`src/sv/gpioadc_pkg.sv`:
```
// Shared types and constants of the GPIO / ADC expander register file.
// Used by gpioadc_pin_lock, gpioadc_core, gpio_adc_expander_registers and tb_top.
// No dependencies.
package gpioadc_pkg;

  localparam int NUM_PINS    = 16;
  localparam int NUM_CHANS   = 8;
  localparam int MAP_BITS    = 4 * NUM_PINS;
  localparam int CHAN_BITS   = $clog2(NUM_CHANS);

  // Request codes
  localparam logic [1:0] REQ_WRITE   = 2'd0;
  localparam logic [1:0] REQ_POINTER = 2'd1;
  localparam logic [1:0] REQ_READ    = 2'd2;
  localparam logic [1:0] REQ_DONE    = 2'd3;

  // Register map
  localparam logic [7:0] ADDR_DIR_A      = 8'h00;
  localparam logic [7:0] ADDR_DIR_B      = 8'h01;
  localparam logic [7:0] ADDR_GPIO_A     = 8'h12;
  localparam logic [7:0] ADDR_GPIO_B     = 8'h13;
  localparam logic [3:0] ADDR_ADC_NIBBLE = 4'h2;   // 0x20..0x2F data bytes
  localparam logic [7:0] ADDR_ADC_CFG    = 8'h30;
  localparam logic [7:0] ADDR_ADC_STATUS = 8'h31;

  // One bus request word
  typedef struct packed {
    logic [1:0]  req_type;
    logic [7:0]  reg_addr;
    logic [7:0]  write_data;
    logic [15:0] pin_levels;
    logic [15:0] adc_value;
  } req_t;

  // One result word
  typedef struct packed {
    logic [7:0]           read_data;
    logic [15:0]          pin_mode;
    logic [15:0]          pin_drive;
    logic [7:0]           channel_active;
    logic                 conv_start;
    logic [CHAN_BITS-1:0] conv_channel;
  } res_t;

endpackage

```
`src/sv/gpioadc_pin_lock.sv`:
```
// Per-pin lock mask: a pin is locked when it maps to an enabled ADC channel.
// Depends on gpioadc_pkg.
module gpioadc_pin_lock (
  input  logic [gpioadc_pkg::MAP_BITS-1:0]  pin_map,
  input  logic [gpioadc_pkg::NUM_CHANS-1:0] chan_en,
  output logic [gpioadc_pkg::NUM_PINS-1:0]  locked
);
  import gpioadc_pkg::*;

  // Each pin looks up its own map nibble independently
  always_comb begin
    for (int p = 0; p < NUM_PINS; p++) begin
      locked[p] = pin_map[4*p+3] & chan_en[pin_map[4*p +: CHAN_BITS]];
    end
  end

endmodule

```
`src/sv/gpioadc_core.sv`:
```
// Register state and single-pass request logic of the expander.
// Depends on gpioadc_pkg and gpioadc_pin_lock.
module gpioadc_core (
  input  logic                             clk,
  input  logic                             rst_n,
  input  logic                             cfg_wr_en,
  input  logic [gpioadc_pkg::MAP_BITS-1:0] cfg_wr_data,
  input  logic                             proc,      // request word consumed this cycle
  input  gpioadc_pkg::req_t                req,
  output gpioadc_pkg::res_t                res
);
  import gpioadc_pkg::*;

  logic [MAP_BITS-1:0]  map_r;
  logic [15:0]          dir_r, dir_nxt;
  logic [15:0]          mode_r, mode_nxt;
  logic [15:0]          drive_r, drive_nxt;
  logic [7:0]           enable_r, enable_nxt;
  logic [7:0]           active_r, active_nxt;
  logic [15:0]          result_r, result_nxt;
  logic                 busy_r, busy_nxt;
  logic [7:0]           ptr_r, ptr_nxt;
  logic [NUM_PINS-1:0]  locked;
  logic [7:0]           rd_byte;
  logic                 start;
  logic [CHAN_BITS-1:0] chan;

  gpioadc_pin_lock u_lock (
    .pin_map (map_r),
    .chan_en (enable_r),
    .locked  (locked)
  );

  // Read mux on the current pointer
  always_comb begin
    rd_byte = 8'd0;
    case (ptr_r)
      ADDR_DIR_A:      rd_byte = dir_r[7:0];
      ADDR_DIR_B:      rd_byte = dir_r[15:8];
      ADDR_GPIO_A:     rd_byte = req.pin_levels[7:0];
      ADDR_GPIO_B:     rd_byte = req.pin_levels[15:8];
      ADDR_ADC_CFG:    rd_byte = enable_r;
      ADDR_ADC_STATUS: rd_byte = {7'd0, busy_r};
      default: begin
        if (ptr_r[7:4] == ADDR_ADC_NIBBLE) begin
          rd_byte = ptr_r[0] ? result_r[7:0] : result_r[15:8];
        end
      end
    endcase
  end

  // Conversion start on pointer to a high data byte
  assign chan  = req.reg_addr[CHAN_BITS:1];
  assign start = (req.req_type == REQ_POINTER) &&
                 (req.reg_addr[7:4] == ADDR_ADC_NIBBLE) && !req.reg_addr[0] &&
                 (ptr_r != ADDR_ADC_STATUS) && enable_r[chan];

  // Next state
  always_comb begin
    dir_nxt    = dir_r;
    mode_nxt   = mode_r;
    drive_nxt  = drive_r;
    enable_nxt = enable_r;
    active_nxt = active_r;
    result_nxt = result_r;
    busy_nxt   = busy_r;
    ptr_nxt    = ptr_r;
    case (req.req_type)
      REQ_WRITE: begin
        case (req.reg_addr)
          ADDR_DIR_A: begin
            dir_nxt[7:0]  = req.write_data;
            mode_nxt[7:0] = (mode_r[7:0] & locked[7:0]) | (req.write_data & ~locked[7:0]);
          end
          ADDR_DIR_B: begin
            dir_nxt[15:8]  = req.write_data;
            mode_nxt[15:8] = (mode_r[15:8] & locked[15:8]) |
                             (req.write_data & ~locked[15:8]);
          end
          ADDR_GPIO_A:  drive_nxt[7:0]  = req.write_data;
          ADDR_GPIO_B:  drive_nxt[15:8] = req.write_data;
          ADDR_ADC_CFG: begin
            enable_nxt = req.write_data;
            active_nxt = active_r | req.write_data;
          end
          default: ;
        endcase
      end
      REQ_POINTER: begin
        ptr_nxt = req.reg_addr;
        if (start) begin
          busy_nxt = 1'b1;
        end
      end
      REQ_DONE: begin
        result_nxt = req.adc_value;
        busy_nxt   = 1'b0;
      end
      default: ;
    endcase
  end

  // Result word reflects state after the request
  always_comb begin
    res.read_data      = (req.req_type == REQ_READ) ? rd_byte : 8'd0;
    res.pin_mode       = mode_nxt;
    res.pin_drive      = drive_nxt;
    res.channel_active = active_nxt;
    res.conv_start     = start;
    res.conv_channel   = start ? chan : '0;
  end

  // State registers
  always_ff @(posedge clk) begin
    if (!rst_n) begin
      map_r    <= '0;
      dir_r    <= '0;
      mode_r   <= '0;
      drive_r  <= '0;
      enable_r <= '0;
      active_r <= '0;
      result_r <= '0;
      busy_r   <= 1'b0;
      ptr_r    <= '0;
    end else begin
      if (cfg_wr_en) begin
        map_r <= cfg_wr_data;
      end
      if (proc) begin
        dir_r    <= dir_nxt;
        mode_r   <= mode_nxt;
        drive_r  <= drive_nxt;
        enable_r <= enable_nxt;
        active_r <= active_nxt;
        result_r <= result_nxt;
        busy_r   <= busy_nxt;
        ptr_r    <= ptr_nxt;
      end
    end
  end

  // Enabled channels are always marked active (analog mode)
  a_enable_in_active: assert property (@(posedge clk) disable iff (!rst_n)
    (enable_r & ~active_r) == 8'd0)
    else $error("enabled channel not marked active");

  // A started conversion leaves the status busy
  a_start_sets_busy: assert property (@(posedge clk) disable iff (!rst_n)
    proc && start |=> busy_r)
    else $error("conversion start did not set busy");

  // Analog mode is never dropped by a request
  a_active_sticky: assert property (@(posedge clk) disable iff (!rst_n)
    proc |=> (($past(active_r) & ~active_r) == 8'd0))
    else $error("analog active bit cleared");

endmodule

```
`src/sv/gpio_adc_expander_registers.sv`:
```
// Top level of the GPIO / ADC expander register file: input and result registers.
// Depends on gpioadc_pkg and gpioadc_core.
//
// One request word is taken every clock cycle while the result side keeps up;
// each word is registered on entry, handled in one pass of the register logic,
// and its result word then moves from the input register into the output register.
// The throughput figure is one word per cycle, bounded only by out_stall: the input
// register empties into the result register whenever that register is free or
// being taken, so in_stall rises only when both hold a word and the result is
// stalled. The user must write the pin-to-channel map (cfg_wr_en / cfg_wr_data)
// only while no request is in flight; the block does not check this. No read-back.
module gpio_adc_expander_registers (
  input  logic                                  clk,
  input  logic                                  rst_n,
  input  logic                                  cfg_wr_en,
  input  logic [gpioadc_pkg::MAP_BITS-1:0]      cfg_wr_data,
  input  logic                                  in_valid,
  output logic                                  in_stall,
  input  logic [1:0]                            in_req_type,
  input  logic [7:0]                            in_reg_addr,
  input  logic [7:0]                            in_write_data,
  input  logic [15:0]                           in_pin_levels,
  input  logic [15:0]                           in_adc_value,
  output logic                                  out_valid,
  input  logic                                  out_stall,
  output logic [7:0]                            out_read_data,
  output logic [15:0]                           out_pin_mode,
  output logic [15:0]                           out_pin_drive,
  output logic [7:0]                            out_channel_active,
  output logic                                  out_conv_start,
  output logic [gpioadc_pkg::CHAN_BITS-1:0]     out_conv_channel
);
  import gpioadc_pkg::*;

  logic  s1_valid_r;
  req_t  s1_req_r;
  logic  out_valid_r;
  res_t  out_res_r;
  res_t  res_nxt;
  logic  advance;
  logic  in_take;

  // Handshake: stage 1 moves on when the result register is free or taken
  assign advance  = s1_valid_r && (!out_valid_r || !out_stall);
  assign in_stall = s1_valid_r && !advance;
  assign in_take  = in_valid && !in_stall;

  gpioadc_core u_core (
    .clk         (clk),
    .rst_n       (rst_n),
    .cfg_wr_en   (cfg_wr_en),
    .cfg_wr_data (cfg_wr_data),
    .proc        (advance),
    .req         (s1_req_r),
    .res         (res_nxt)
  );

  // Input register
  always_ff @(posedge clk) begin
    if (!rst_n) begin
      s1_valid_r <= 1'b0;
    end else if (in_take) begin
      s1_valid_r <= 1'b1;
    end else if (advance) begin
      s1_valid_r <= 1'b0;
    end
  end

  always_ff @(posedge clk) begin
    if (in_take) begin
      s1_req_r.req_type   <= in_req_type;
      s1_req_r.reg_addr   <= in_reg_addr;
      s1_req_r.write_data <= in_write_data;
      s1_req_r.pin_levels <= in_pin_levels;
      s1_req_r.adc_value  <= in_adc_value;
    end
  end

  // Result register
  always_ff @(posedge clk) begin
    if (!rst_n) begin
      out_valid_r <= 1'b0;
    end else if (advance) begin
      out_valid_r <= 1'b1;
    end else if (!out_stall) begin
      out_valid_r <= 1'b0;
    end
  end

  always_ff @(posedge clk) begin
    if (advance) begin
      out_res_r <= res_nxt;
    end
  end

  assign out_valid          = out_valid_r;
  assign out_read_data      = out_res_r.read_data;
  assign out_pin_mode       = out_res_r.pin_mode;
  assign out_pin_drive      = out_res_r.pin_drive;
  assign out_channel_active = out_res_r.channel_active;
  assign out_conv_start     = out_res_r.conv_start;
  assign out_conv_channel   = out_res_r.conv_channel;

  // A handled word always lands in the result register
  a_advance_fills_out: assert property (@(posedge clk) disable iff (!rst_n)
    advance |=> out_valid_r)
    else $error("handled word lost");

  // Input stalls only with a full input register and a blocked result
  a_stall_cause: assert property (@(posedge clk) disable iff (!rst_n)
    in_stall |-> (s1_valid_r && out_valid_r && out_stall))
    else $error("spurious input stall");

  // Channel field is quiet when no conversion starts
  a_chan_quiet: assert property (@(posedge clk) disable iff (!rst_n)
    out_valid_r && !out_res_r.conv_start |-> out_res_r.conv_channel == '0)
    else $error("conversion channel set without start");

endmodule

```
`config.mk`:
```
export PLATFORM = sky130hd
export DESIGN_NAME = gpio_adc_expander_registers
export DESIGN_NICKNAME = d
export VERILOG_FILES = /design/src/sv/gpioadc_pkg.sv /design/src/sv/gpioadc_pin_lock.sv /design/src/sv/gpioadc_core.sv /design/src/sv/gpio_adc_expander_registers.sv
export SDC_FILE = /design/constraint.sdc
export NUM_CORES = 1
export LEC_CHECK = 0
export ABC_AREA = 1
export BUFFER_PORTS_ARGS = -buffer_cell sky130_fd_sc_hd__buf_2
export CORE_AREA = 4 4 154 156
export CTS_CLUSTER_DIAMETER = 200
export DETAILED_ROUTE_END_ITERATION = 16
export DIE_AREA = 0 0 158 160
export GPL_ROUTABILITY_DRIVEN = 0
export PLACE_DENSITY = 0.74
export SYNTH_ARGS = -nofsm -noshare
export SYNTH_HDL_FRONTEND = slang
export SYNTH_SLANG_ARGS = --single-unit
```
`constraint.sdc`:
```
create_clock -name clk -period 3.6 [get_ports clk]
set_input_delay 0.72 -clock clk [delete_from_list [all_inputs] [get_ports clk]]
set_output_delay 0.72 -clock clk [all_outputs]
set_load 0.01 [all_outputs]
```
==> flow_metrics.env, run 1 <==
export IMPL_status="finished clean"
export IMPL_flow_area_growth_from_synthesis_pct=17.2
export IMPL_post_route_worst_setup_slack_ns=1.32
export IMPL_final_setup_tns_ns=0
export IMPL_cts_buffers_inserted=26
export IMPL_finalHoldViolCount=0
export IMPL_core_area_mm2=0.0224
export IMPL_wl_per_cell_um=15.6
export IMPL_worst_hold_path_type="input port to register"
export IMPL_netlist_top_cells_area="sky130_fd_sc_hd__dfxtp_1 (28%), sky130_fd_sc_hd__edfxtp_1 (28%), sky130_fd_sc_hd__nand2_1 (9.0%)"
export IMPL_pwr_density_cell_mw_per_mm2=500
export IMPL_worst_endpoint_required_ns=4.01
export IMPL_seq_power_share_pct=50.4
export IMPL_initial_core_util_pct=49.5
export IMPL_dp_worst_setup_slack_ns=1.04
export IMPL_period_needed_ns=2.28
export IMPL_clock_fmax_mhz=438
export IMPL_cp_max_fo=17
export IMPL_die_x_um=158
export IMPL_worst_slew_pin_slew_ns=0.926
export IMPL_ir_worst_vdd_v=0.000347
export IMPL_synth_top_area_share_pct=28.0
export IMPL_grt_pass1_vias=8829
export IMPL_synth_fp_nets=1468
export IMPL_power_share_combinational_pct=8.3
export IMPL_worst_clock_skew_ns=0.0183
export IMPL_final_area_mm2=0.0130
export IMPL_internal_power_mw=4.96
export IMPL_largest_net_degree_at_the_start_of_global_routing=82
export IMPL_rr_startpoint="s1_req_r[49]$_DFFE_PP_"
export IMPL_final_util_pct=58.0
export IMPL_syn_cell_area_mm2=0.0111
export IMPL_synth_seq_cells=257
export IMPL_count_of_tritonroute_iterations_in_the_first_routing_pass=5
export IMPL_design_die_area_mm2=0.0253
export IMPL_post_route_drc_count=0
export IMPL_drt_total_wl_mm=28.1
export IMPL_ys_warn_count=0
export IMPL_grt_setup_unrepaired="no"
export IMPL_fin_crit_sh_pct=63.5
export IMPL_final_max_slew_violation_count=0
export IMPL_start_kind="register"
export IMPL_drt_vias_per_instance=5.21
export IMPL_die_h_um=160
export IMPL_grt_antenna_before_repair=1
export IMPL_critPathKind="register to register"
export IMPL_cts_hold_buffers_added=0
export IMPL_min_delay_start="in_write_data[4]"
export IMPL_worst_slew_margin_rel_pct=37.9
export IMPL_ys_types=32
export IMPL_power_switching_share_pct=23.5
export IMPL_postSynthAreaPerCell_um2=8.21
export IMPL_hold_path_stages=1
export IMPL_grtUsageTotal_pct=21.5
export IMPL_finalSetupViolations=0
export IMPL_p_leak_nw=5.78
export IMPL_cts_htree_levels=1
export IMPL_cp_arrival_ns=2.70
export IMPL_global_route_wire_length_before_repair_mm=44.2
export IMPL_drt_first_iter_violations=757
export IMPL_vias=9397
export IMPL_place_detailed_hpwl_mm=19.2
export IMPL_number_of_sinks_handled_by_clock_tree_synthesis=257
export IMPL_max_cap_viol_count=0
export IMPL_ys_seq_area_share_pct=55.7
export IMPL_pin_count=173
export IMPL_design_final_nets=1618
export IMPL_root_buffer="sky130_fd_sc_hd__clkbuf_16"
export IMPL_antenna_violating_nets_post_route=0
export IMPL_cts_max_path_buffers=3
export IMPL_postPlaceCellArea_mm2=0.0121
export IMPL_ys_flop_type="sky130_fd_sc_hd__dfxtp_1"
export IMPL_post_cts_setup_buffer_count=0
export IMPL_proportion_of_synthesized_flip_flops_having_asynchronous_set_or_reset_pct=0
export IMPL_drive_gt1_share_pct=16.5
export IMPL_worstSetupStartpoint="s1_req_r[49]$_DFFE_PP_"
export IMPL_clock_latency_ns=0.53
export IMPL_tritoncts_clock_tree="yes"
export IMPL_cts_resized=0
export IMPL_edff_count_synth=102
export IMPL_cp_end_kind="register"
export IMPL_worstRegToRegCells=7
export IMPL_syn_inst=1349
export IMPL_synth_largest_area_cell="sky130_fd_sc_hd__dfxtp_1"
export IMPL_port_buffer_count=172
export IMPL_clkSlewWorstSetupHoldPaths_ns=0.06
export IMPL_clock_power_share_pct=41.3
export IMPL_fin_hold_ws_ns=0.365
export IMPL_num_rows=55
export IMPL_grt_ovfl_total=0
export IMPL_antenna_diode_count=0
export IMPL_switchingPower_mw=1.52
## metrics by stage
step | total power, mW | std cells
2_1_floorplan | 3.66 | 1349
3_3_place_gp | 3.84 | 1756
3_5_place_dp | 3.87 | 1756
4_1_cts | 6.53 | 1804
5_1_grt | 6.73 | 1804
6_report | 6.49 | 1804
## path summary, 6_finish.rpt
path                                      end  slack, ns
max              u_core.dir_r[2]$_SDFFE_PN0P_       1.32
min reg2reg  u_core.result_r[14]$_SDFFE_PN0P_       0.45
min                    s1_req_r[36]$_DFFE_PP_       0.36
max reg2reg      u_core.dir_r[2]$_SDFFE_PN0P_       1.32
## state kept, by name, indices dropped and copies added, names as in the netlist, 3 cells and up
signal              cells
out_channel_active      8
out_conv_channel        3
out_pin_drive          16
out_pin_mode           16
out_read_data           8
s1_req_r               50
u_core.active_r         8
u_core.dir_r           16
u_core.drive_r         16
u_core.enable_r         8
u_core.map_r           64
u_core.mode_r          16
u_core.ptr_r            8
u_core.result_r        16
## worst max-delay path, stage by stage (launching register included)
cell,delay (ns)
sky130_fd_sc_hd__edfxtp_1,0.47
sky130_fd_sc_hd__nor2_4,0.18
sky130_fd_sc_hd__inv_2,0.12
sky130_fd_sc_hd__nor2_2,0.12
sky130_fd_sc_hd__nor3b_4,0.63
sky130_fd_sc_hd__nand2_2,0.34
sky130_fd_sc_hd__o21ai_0,0.27
sky130_fd_sc_hd__a21oi_1,0.06
## cell families (layout without fill, tap and decap cells)
family          count (synthesis)  in the layout  share of synthesized area (%)
simple gates                  588            588                           23.2
compound gates                278            278                           13.3
flops                         257            257                           55.7
buf+inv                       226            396                           7.82
## cell usage after synthesis (7+ instances only)
library cell / n
sky130_fd_sc_hd__edfxtp_1: 102
sky130_fd_sc_hd__buf_2: 7
sky130_fd_sc_hd__nand3_1: 139
sky130_fd_sc_hd__nand3b_1: 19
sky130_fd_sc_hd__a211oi_2: 8
sky130_fd_sc_hd__o21ai_1: 15
sky130_fd_sc_hd__clkbuf_1: 49
sky130_fd_sc_hd__nand2_1: 264
sky130_fd_sc_hd__a21oi_1: 96
sky130_fd_sc_hd__dfxtp_1: 155
sky130_fd_sc_hd__clkinv_1: 9
sky130_fd_sc_hd__o31ai_1: 8
sky130_fd_sc_hd__inv_1: 152
sky130_fd_sc_hd__nor2_1: 144
sky130_fd_sc_hd__o21ai_0: 151
## area by class of cell
type / instances / area, um^2
Timing Repair Buffer: 181 / 941
Clock buffer: 42 / 762
Inverter: 167 / 628
Clock inverter: 6 / 78.8
Multi-Input combinational cell: 866 / 4040
Tap cell: 285 / 357
Sequential cell: 257 / 6170
Fill cell: 1970 / 9400
## cell usage in the layout, fill, tap and decap left out, types with 3 or more instances in the layout
cell                        count
sky130_fd_sc_hd__clkinv_1      10
sky130_fd_sc_hd__nand3_1      139
sky130_fd_sc_hd__inv_2          7
sky130_fd_sc_hd__edfxtp_1     102
sky130_fd_sc_hd__o31ai_1        8
sky130_fd_sc_hd__o21ai_1       15
sky130_fd_sc_hd__a211oi_2       8
sky130_fd_sc_hd__nand2_2        3
sky130_fd_sc_hd__dfxtp_1      155
sky130_fd_sc_hd__nand2_1      264
sky130_fd_sc_hd__clkinv_2       4
sky130_fd_sc_hd__buf_2        172
sky130_fd_sc_hd__clkbuf_8       3
sky130_fd_sc_hd__nor2_2         4
sky130_fd_sc_hd__nor2_1       144
sky130_fd_sc_hd__buf_4          8
sky130_fd_sc_hd__clkbuf_16     27
sky130_fd_sc_hd__clkbuf_1      12
sky130_fd_sc_hd__o21ai_0      151
sky130_fd_sc_hd__a21oi_1       96
sky130_fd_sc_hd__nand3b_1      19
sky130_fd_sc_hd__inv_1        150
## power groups by stage
stage	Combinational, mW	Clock [mW]	Sequential, mW
final	0.540	2.68	3.27
after floorplan	0.336	0	3.32
after CTS	0.539	2.72	3.27
after detailed placement	0.537	0	3.33
after global routing	0.617	2.83	3.28
after global placement	0.519	0	3.32
## metal layers
| layer | vias to the layer above | GRT usage [%] | part of all wire (%) |
|---|---|---|---|
| met2 | 338 | 33.2 | 44 |
| met4 | 2 | 5.97 | 2.3 |
| li1 | 4751 | - | - |
| met5 | - | 0 | 0.025 |
| met1 | 4255 | 31.4 | 46 |
| met3 | 51 | 3.63 | 7.1 |
(Power assumes the default switching activity.)
==> run 2: changes to the inputs <==
==> constraint.sdc (replaced) <==
create_clock -name clk -period 1.8 [get_ports clk]
set_input_delay 0.36 -clock clk [delete_from_list [all_inputs] [get_ports clk]]
set_output_delay 0.36 -clock clk [all_outputs]
set_load 0.01 [all_outputs]
==> run 2 against run 1 <==
  * Critical path depth increased by 1
  * Count of clock-buffer cells in the layout did not move
  * Worst hold slack got worse by 0.35 ns
  * Global-route usage up 1.1 points
  * Clock skew up 0.012 ns
  * Cell area rose by 9.2%
  * Final cell count is 5.4% higher
  * Via count up 6.1%
  * Die area unchanged
  * Clock power rose by 99%
  * Core utilization is 5.3 points higher
  * Worst setup slack got worse by 1.3 ns
==> flow_metrics.env, run 2 (synthesized netlist as in run 1, its figures left out) <==
export IMPL_status="finished clean"
export IMPL_setup_reg_to_reg_worst_slack_ns=0.06
export IMPL_worst_endpoint_required_ns=2.08
export IMPL_antenna_diode_count=0
export IMPL_clock_fmax_mhz=575
export IMPL_instances_no_fill=1901
export IMPL_final_area_mm2=0.0142
export IMPL_grtUsageTotal_pct=22.6
export IMPL_number_of_sinks_handled_by_clock_tree_synthesis=257
export IMPL_post_route_drc_count=0
export IMPL_drive_gt1_share_pct=20.7
export IMPL_root_buffer="sky130_fd_sc_hd__clkbuf_16"
export IMPL_final_max_slew_violation_count=0
export IMPL_pwr_density_cell_mw_per_mm2=927
export IMPL_core_area_mm2=0.0224
export IMPL_post_route_worst_setup_slack_ns=0.0600
export IMPL_cp_arrival_ns=2.02
export IMPL_flow_area_growth_from_synthesis_pct=27.9
export IMPL_pin_count=173
export IMPL_finalHoldViolCount=0
export IMPL_port_buffer_count=172
export IMPL_ir_worst_vdd_v=0.000939
export IMPL_worst_slew_pin_slew_ns=0.565
export IMPL_nFillCells=1841
export IMPL_ff_latch_area_mm2=0.00617
export IMPL_grt_setup_unrepaired="yes"
export IMPL_vias=9972
export IMPL_cts_max_path_buffers=3
export IMPL_initial_core_util_pct=49.5
export IMPL_grt_antenna_before_repair=0
export IMPL_max_stage_delay_ns=0.43
export IMPL_die_h_um=160
export IMPL_mostFrequentLayoutCells="sky130_fd_sc_hd__nand2_1 (256), sky130_fd_sc_hd__buf_2 (172), sky130_fd_sc_hd__dfxtp_1 (154)"
export IMPL_cts_htree_levels=1
export IMPL_count_of_tritonroute_iterations_in_the_first_routing_pass=5
export IMPL_start_kind="register"
export IMPL_fin_crit_sh_pct=96.7
export IMPL_wl_per_cell_um=15.6
export IMPL_cp_max_fo=8
export IMPL_final_setup_tns_ns=0
export IMPL_design_final_nets=1715
export IMPL_global_route_wire_length_before_repair_mm=46.4
export IMPL_crit_chain="nor2_4, nand3_4, nor3_4, buf_6, buf_12, nand3_2, nand2_1, inv_1"
export IMPL_drt_first_iter_violations=694
export IMPL_finalSetupViolations=0
export IMPL_grt_pass1_vias=9283
export IMPL_postPlaceCellArea_mm2=0.0126
export IMPL_critPathKind="register to register"
export IMPL_final_common_cell="sky130_fd_sc_hd__nand2_1"
export IMPL_crit_slowest_cell="sky130_fd_sc_hd__edfxtp_1"
export IMPL_cts_buffers_inserted=26
export IMPL_rr_startpoint="s1_req_r[46]$_DFFE_PP_"
export IMPL_num_rows=55
export IMPL_min_delay_start="in_reg_addr[6]"
export IMPL_die_x_um=158
export IMPL_final_util_pct=63.3
export IMPL_p_leak_nw=6.33
export IMPL_regMostFlops="u_core.map_r"
export IMPL_total_power_mw=13.1
export IMPL_clock_latency_ns=0.54
export IMPL_place_detailed_hpwl_mm=20.3
export IMPL_multi_input_logic_area_mm2=0.00415
export IMPL_worstSetupStartpoint="s1_req_r[46]$_DFFE_PP_"
export IMPL_drt_vias_per_instance=5.25
export IMPL_cp_end_kind="register"
export IMPL_worst_slew_margin_rel_pct=62.2
export IMPL_largest_register_ff_count=64
export IMPL_antenna_violating_nets_post_route=0
export IMPL_max_cap_viol_count=0
export IMPL_drt_total_wl_mm=29.7
export IMPL_grt_ovfl_total=0
export IMPL_tritoncts_clock_tree="yes"
export IMPL_period_needed_ns=1.74
export IMPL_regs_by_ff_count="u_core.map_r (64), s1_req_r (50)"
export IMPL_worst_hold_path_type="input port to register"
export IMPL_worst_clock_skew_ns=0.0304
export IMPL_largest_net_degree_at_the_start_of_global_routing=53
export IMPL_numPlacedInstances=1795
export IMPL_fin_hold_ws_ns=0.0172
export IMPL_dp_worst_setup_slack_ns=-0.00614
export IMPL_design_die_area_mm2=0.0253
export IMPL_clkSlewWorstSetupHoldPaths_ns=0.06
run 2: cell types whose count changed in the layout (fill, tap and decap cells not counted), moves of 11 or more:
cell / before / now
sky130_fd_sc_hd__o21ai_0: 151 / 136
sky130_fd_sc_hd__buf_12: 1 / 15
sky130_fd_sc_hd__buf_4: 8 / 42
sky130_fd_sc_hd__nand3_1: 139 / 127
sky130_fd_sc_hd__o21ai_1: 15 / 30
sky130_fd_sc_hd__nand3_2: 1 / 12
sky130_fd_sc_hd__dlygate4sd3_1: 0 / 45
run 2: where the power goes:
| part | internal, mW | switching [mW] | leakage [nW] |
|---|---|---|---|
| Clock | 3.13 | 2.19 | 0.431 |
| Combinational | 0.526 | 0.739 | 3.63 |
| Sequential | 6.37 | 0.172 | 2.27 |
| Total | 10.0 | 3.10 | 6.33 |
run 2: worst max-delay path, delay by kind of cell (launching register included):
family / cells / cell delay [ns]
buf+inv: 3 / 0.33
flops: 1 / 0.43
simple gates: 5 / 0.71
run 2: metal layers:
metal  GRT usage, %  routed length [um]  vias up
li1               -                   -     4931
met1           31.8               13200     4601
met2           35.3               13400      372
met3           4.42                2230       68
met4           7.10                 800        0
met5              0                   0        -
run 2: repair_timing:
action | 4_1_cts | 5_1_grt
endpoints found under the hold margin | 43 | 2
hold buffers | 43 | 2
endpoints found under the setup margin | 3 | 64
pin swaps | 0 | 15
gates cloned | 0 | 1
setup buffers | 0 | 12
gates resized for setup | 1 | 42
run 2: final timing paths:
path,cells past startpoint,end
setup / recovery,8,out_pin_mode[15]$_DFFE_PP_
hold reg to reg,2,u_core.result_r[14]$_SDFFE_PN0P_
setup reg to reg,8,out_pin_mode[15]$_DFFE_PP_
hold / removal,1,s1_req_r[46]$_DFFE_PP_
run 2: layout make-up:
cell class / count / share of cell area, %
multi-input combinational: 866 / 29.3
clock buffer: 42 / 5.79
inverter: 167 / 4.46
tap: 285 / 2.52
timing repair buffer: 278 / 14.0
clock inverter: 6 / 0.309
sequential: 257 / 43.6
